**src/rtl/core/drd_pkg.sv**
```systemverilog
// Shared types and constants for the duplicate row detector.
`timescale 1ns / 1ps

package drd_pkg;

    localparam int DEFAULT_MAX_SIDE = 16;
    localparam int DATA_W = 32;
    localparam int CFG_W = 5;
    localparam int APB_DW = 32;
    localparam int APB_AW = 3;

    localparam logic [CFG_W-1:0] MATRIX_SIZE_RESET = 5'd16;

    // Word index of the matrix_size register (paddr bit 2).
    localparam logic REG_MATRIX_SIZE = 1'b0;

    typedef enum logic [1:0] {
        S_IDLE,
        S_READ,
        S_CMP,
        S_REPORT
    } t_state;

    typedef struct packed {
        logic busy;
        logic valid;
        logic dup;
    } t_scan_status;

endpackage

```
**src/rtl/core/drd_seq.sv**
```systemverilog
// Row-pair scan sequencer around one shared 32-bit equality compare.
`timescale 1ns / 1ps

module drd_seq #(
    parameter int MAX_SIDE = drd_pkg::DEFAULT_MAX_SIDE,
    parameter int SW = $clog2(MAX_SIDE + 1),
    parameter int AW = $clog2(MAX_SIDE * MAX_SIDE)
) (
    input  logic                        i_clk,
    input  logic                        i_rst_n,
    input  logic                        i_launch,
    input  logic [SW-1:0]               i_side,
    output logic                        o_rd_en,
    output logic [AW-1:0]               o_rd_addr_a,
    output logic [AW-1:0]               o_rd_addr_b,
    input  logic [drd_pkg::DATA_W-1:0]  i_rd_data_a,
    input  logic [drd_pkg::DATA_W-1:0]  i_rd_data_b,
    output drd_pkg::t_scan_status       o_status
);
    import drd_pkg::*;

    t_state        r_state, n_state;
    logic [SW-1:0] r_side, n_side;
    logic [SW-1:0] r_row_a, n_row_a;
    logic [SW-1:0] r_row_b, n_row_b;
    logic [SW-1:0] r_col, n_col;
    logic [AW-1:0] r_base_a, n_base_a;
    logic [AW-1:0] r_base_b, n_base_b;
    logic          r_dup, n_dup;

    logic [AW-1:0] w_side_ext;
    logic          w_eq;
    logic          w_last_col;
    logic          w_last_b;
    logic          w_last_a;

    assign w_side_ext = AW'(r_side);
    assign w_eq       = (i_rd_data_a == i_rd_data_b);
    assign w_last_col = (r_col == r_side - SW'(1));
    assign w_last_b   = (r_row_b == r_side - SW'(1));
    assign w_last_a   = (r_row_a == r_side - SW'(2));

    // next state
    always_comb begin
        n_state = r_state;
        unique case (r_state)
            S_IDLE: begin
                if (i_launch) begin
                    n_state = (i_side == SW'(1)) ? S_REPORT : S_READ;
                end
            end
            S_READ: begin
                n_state = S_CMP;
            end
            S_CMP: begin
                if ((w_eq && w_last_col) || (!w_eq && w_last_b && w_last_a)) begin
                    n_state = S_REPORT;
                end else begin
                    n_state = S_READ;
                end
            end
            S_REPORT: begin
                n_state = S_IDLE;
            end
            default: begin
                n_state = S_IDLE;
            end
        endcase
    end

    // counters, flag and read port
    always_comb begin
        n_side   = r_side;
        n_row_a  = r_row_a;
        n_row_b  = r_row_b;
        n_col    = r_col;
        n_base_a = r_base_a;
        n_base_b = r_base_b;
        n_dup    = r_dup;
        unique case (r_state)
            S_IDLE: begin
                if (i_launch) begin
                    n_side   = i_side;
                    n_row_a  = '0;
                    n_row_b  = SW'(1);
                    n_col    = '0;
                    n_base_a = '0;
                    n_base_b = AW'(i_side);
                    n_dup    = 1'b0;
                end
            end
            S_CMP: begin
                if (w_eq && w_last_col) begin
                    n_dup = 1'b1;
                end else if (w_eq) begin
                    n_col = r_col + SW'(1);
                end else if (!(w_last_b && w_last_a)) begin
                    // mismatch: move on to the next row pair
                    n_col = '0;
                    if (w_last_b) begin
                        n_row_a  = r_row_a + SW'(1);
                        n_row_b  = r_row_a + SW'(2);
                        n_base_a = r_base_a + w_side_ext;
                        n_base_b = r_base_a + (w_side_ext << 1);
                    end else begin
                        n_row_b  = r_row_b + SW'(1);
                        n_base_b = r_base_b + w_side_ext;
                    end
                end
            end
            S_READ, S_REPORT: begin
            end
            default: begin
            end
        endcase
    end

    assign o_rd_en     = (r_state == S_READ);
    assign o_rd_addr_a = r_base_a + AW'(r_col);
    assign o_rd_addr_b = r_base_b + AW'(r_col);

    assign o_status.busy  = (r_state != S_IDLE);
    assign o_status.valid = (r_state == S_REPORT);
    assign o_status.dup   = r_dup;

    always_ff @(posedge i_clk) begin
        if (!i_rst_n) begin
            r_state <= S_IDLE;
        end else begin
            r_state <= n_state;
        end
    end

    always_ff @(posedge i_clk) begin
        r_side   <= n_side;
        r_row_a  <= n_row_a;
        r_row_b  <= n_row_b;
        r_col    <= n_col;
        r_base_a <= n_base_a;
        r_base_b <= n_base_b;
        r_dup    <= n_dup;
    end

    a_one_strobe: assert property (@(posedge i_clk) disable iff (!i_rst_n)
        o_status.valid |=> !o_status.valid)
        else $error("result strobe longer than one cycle");

    a_cmp_after_read: assert property (@(posedge i_clk) disable iff (!i_rst_n)
        (r_state == S_CMP) |-> ($past(r_state) == S_READ))
        else $error("compare without a preceding read");

    a_launch_busy: assert property (@(posedge i_clk) disable iff (!i_rst_n)
        (i_launch && !o_status.busy) |=> o_status.busy)
        else $error("launch did not start a scan");

endmodule
```
**config.mk**
```make
export PLATFORM = sky130hd
export DESIGN_NAME = drd_seq
export DESIGN_NICKNAME = d
export VERILOG_FILES = /design/src/rtl/core/drd_pkg.sv /design/src/rtl/core/drd_seq.sv
export SDC_FILE = /design/constraint.sdc
export NUM_CORES = 1
export LEC_CHECK = 0
export ABC_AREA = 1
export BUFFER_PORTS_ARGS = -buffer_cell sky130_fd_sc_hd__buf_2
export CAP_MARGIN = 20
export CORE_ASPECT_RATIO = 1.75
export CORE_MARGIN = 2
export CORE_UTILIZATION = 30
export DETAILED_ROUTE_END_ITERATION = 12
export GPL_TIMING_DRIVEN = 0
export PLACE_DENSITY = 0.51
export RECOVER_POWER = 25
export SETUP_SLACK_MARGIN = 0.1
export SYNTH_ARGS = -nofsm -noshare
export SYNTH_HDL_FRONTEND = slang
export SYNTH_SLANG_ARGS = --single-unit
```
**constraint.sdc**
```tcl
create_clock -name i_clk -period 7.56 [get_ports i_clk]
set_clock_uncertainty 0.05 [all_clocks]
set_input_delay 0.756 -clock i_clk [delete_from_list [all_inputs] [get_ports i_clk]]
set_output_delay 0.756 -clock i_clk [all_outputs]
set_load 0.02 [all_outputs]
```
==> metrics.csv <==
metric,value,unit
nNetsFinal,800,
cts_buffer_depth,2,
min_period,3.27,ns
switching_share,0.364,
cpPeakStageDelay,0.56,ns
via_per_inst,4.51,
maxCapViolCount,0,
fin_cells,863,
fmax,305,MHz
initial_core_util,0.308,
cp_num_buf_inv,2,
grt_pass1_vias,3801,
fp-row-count,55,
synthSimpleGateAreaFrac,0.285,
clkPwrFrac,0.288,
rsz0062_at_grt,no,
dr.pass1.iters,4,
hold_buffers,0,
hold_viol,0,
hpwlAfterDp,9040,um
worstPathRequired,6.75,ns
drive_above_1_share,0.165,
critPathLaunchType,flop,
whs_path_depth,1,
slew_violations,0,
critical_path.endpoint_type,output port,
p_per_area,175,nW/um^2
p_sw,0.310,mW
cts.htree.levels,2,
die-area,14300,sq um
crit_type,flop to output port,
p_leak,2.61,nW
cts_buffers,5,
rr_worst_depth,13,
track_usage,0.156,
cts_setup_buffers,0,
p_comb_frac,0.362,
yosys_warnings,0,
path_max_fanout,6,
synth_top_family_by_area,simple AND/OR/NAND/NOR gates,
grt_max_degree,14,
yosysUniqueCellTypes,35,
drt_iter0_markers,147,
yosys.area_share.xor_xnor,0.0808,
synthCells,591,
clk_latency,0.29,ns
ios,92,
synth_mux_area_frac,0,
place_inst,855,
slew_headroom,0.562,
cts_resized,0,
root_buffer,clkbuf_16,
route.detailed.drc,0,
ys_ff_latch,39,
finalSetupTns,0,ns
worst_pin_slew,0.658,ns
peakVddDrop,0.0793,mV
syn_nets,700,
antenna_cells,0,
synth_seq_area_share,0.287,
mostFrequentLayoutCell,nand2_1,
slowest_stage,edfxtp_1,
synth_compound_area_frac,0.104,
cp.arrival,2.47,ns
post-route-period-util,0.433,
io_buffers,91,
die_w,91.4,um
ant_nets,0,
p_int,0.541,mW
antenna_found_initial,0,
syn_area,4010,sq um
status,finished clean,
cts_tree,yes,
cp_top_family,flip-flops,
overflow,0,
wl,10700,um
dr_total_vias,3892,
cts_num_sinks,39,
area_delta_synth_final,21.2,%
syn-mean-instance-area,6.79,sq um
grt_pass1_wl,17700,um
crit_cells,7,
dieHeight,157,um
min_path_type,flop to flop,
setup_viol,0,
clkTransAtPathRegs,0.06,ns
path_cells,inv_1 -> fa_1 -> o21ai_0 -> a21oi_1 -> nor2_1 -> xor2_1 -> buf_2,
core,13000,sq um
gp_congestion,0.825,
wl_per_cell,12.4,um
synthAdderAreaFrac,0.125,
final_cell_mix,"nand2_1 (172), inv_1 (111), buf_2 (83), nor2_1 (59), edfxtp_1 (37)",
seq_power_share,0.350,
[sequential cells by signal (all words and copies together) (netlist names)]
name and cells:
r_base_a 8, r_base_b 8, r_col 5, r_row_a 5
r_row_b 5, r_side 5, r_state 2, r_dup 1
[cell families after synthesis]
kind of cell	after synthesis
simple gates	281
xor+xnor	37
flops	39
buf+inv	121
fa+ha+maj	37
compound gates	76
[metal layers]
metal	GRT usage	part of all wire	vias to the layer above
li1	-	-	2061
met1	0.148	0.36	1719
met2	0.316	0.56	92
met3	0.0196	0.042	20
met4	0.0808	0.034	0
met5	0	0	-
[synthesized netlist by cell type]
| master | instances | area [sq um] |
|---|---|---|
| nand4_1 | 4 | 25.0 |
| or2_2 | 5 | 31.3 |
| nor3_1 | 2 | 10.0 |
| a211oi_1 | 1 | 7.51 |
| o211ai_1 | 1 | 7.51 |
| a21o_1 | 2 | 15.0 |
| o21ai_0 | 22 | 110 |
| buf_4 | 2 | 15.0 |
| nand2_2 | 1 | 6.26 |
| nand2_1 | 172 | 646 |
| a21oi_1 | 33 | 165 |
| inv_4 | 1 | 6.26 |
| xor2_1 | 24 | 210 |
| inv_2 | 3 | 11.3 |
| fa_1 | 5 | 100 |
| o21ai_1 | 7 | 35.0 |
| o21bai_1 | 1 | 7.51 |
| edfxtp_1 | 37 | 1110 |
| and3_1 | 1 | 6.26 |
| a21boi_0 | 1 | 7.51 |
| a21oi_2 | 5 | 43.8 |
| xnor2_1 | 13 | 114 |
| buf_6 | 1 | 11.3 |
| nand3b_1 | 2 | 15.0 |
| clkbuf_1 | 2 | 7.51 |
| nor2_2 | 1 | 6.26 |
| nand3_2 | 1 | 10.0 |
| nor3b_1 | 1 | 7.51 |
| nor2_1 | 59 | 221 |
| buf_1 | 1 | 3.75 |
| ha_1 | 32 | 400 |
| a31oi_1 | 3 | 18.8 |
| dfxtp_1 | 2 | 40.0 |
| nand3_1 | 32 | 160 |
| inv_1 | 111 | 417 |
[final timing paths]
path / start / endpoint / slack (ns)
worst max-delay path: r_col[1] / o_rd_addr_b[6] / 4.29
worst min-delay path: r_state[0] / r_state[0] / 0.49
worst min register to register: r_state[0] / r_state[0] / 0.49
worst max register to register: r_side[1] / r_row_a[3] / 4.45
[metrics by stage]
| stage | hold slack (ns) | setup slack [ns] | cell area, sq um | total power [mW] | utilization |
|---|---|---|---|---|---|
| finish | 0.487 | 4.29 | 4860 | 0.851 | 0.374 |
| global route | 0.515 | 4.10 | 4860 | 0.909 | 0.374 |
| CTS | 0.488 | 4.21 | 4870 | 0.862 | 0.375 |
| detailed placement | 0.478 | 4.40 | 4700 | 0.613 | 0.362 |
| global placement | 0.476 | 3.20 | 4680 | 0.606 | 0.360 |
| floorplan | 0.436 | 4.42 | 4010 | 0.506 | - |
[power by group through the flow]
| stage | clock (mW) | sequential [mW] | combinational, mW |
|---|---|---|---|
| after CTS | 0.252 | 0.298 | 0.313 |
| after global placement | 0 | 0.303 | 0.302 |
| after global routing | 0.258 | 0.302 | 0.349 |
| after detailed placement | 0 | 0.303 | 0.311 |
| final | 0.245 | 0.298 | 0.308 |
| after floorplan | 0 | 0.289 | 0.216 |
[cell type report]
type | instances | area (sq um)
clock buffer | 5 | 125
fill | 1405 | 8140
timing repair buffer | 93 | 464
inverter | 115 | 434
sequential | 39 | 1150
multi-input combinational | 431 | 2390
tap | 171 | 214
clock inverter | 3 | 43.8
buffer | 6 | 37.5
(Power assumes the default switching activity.)
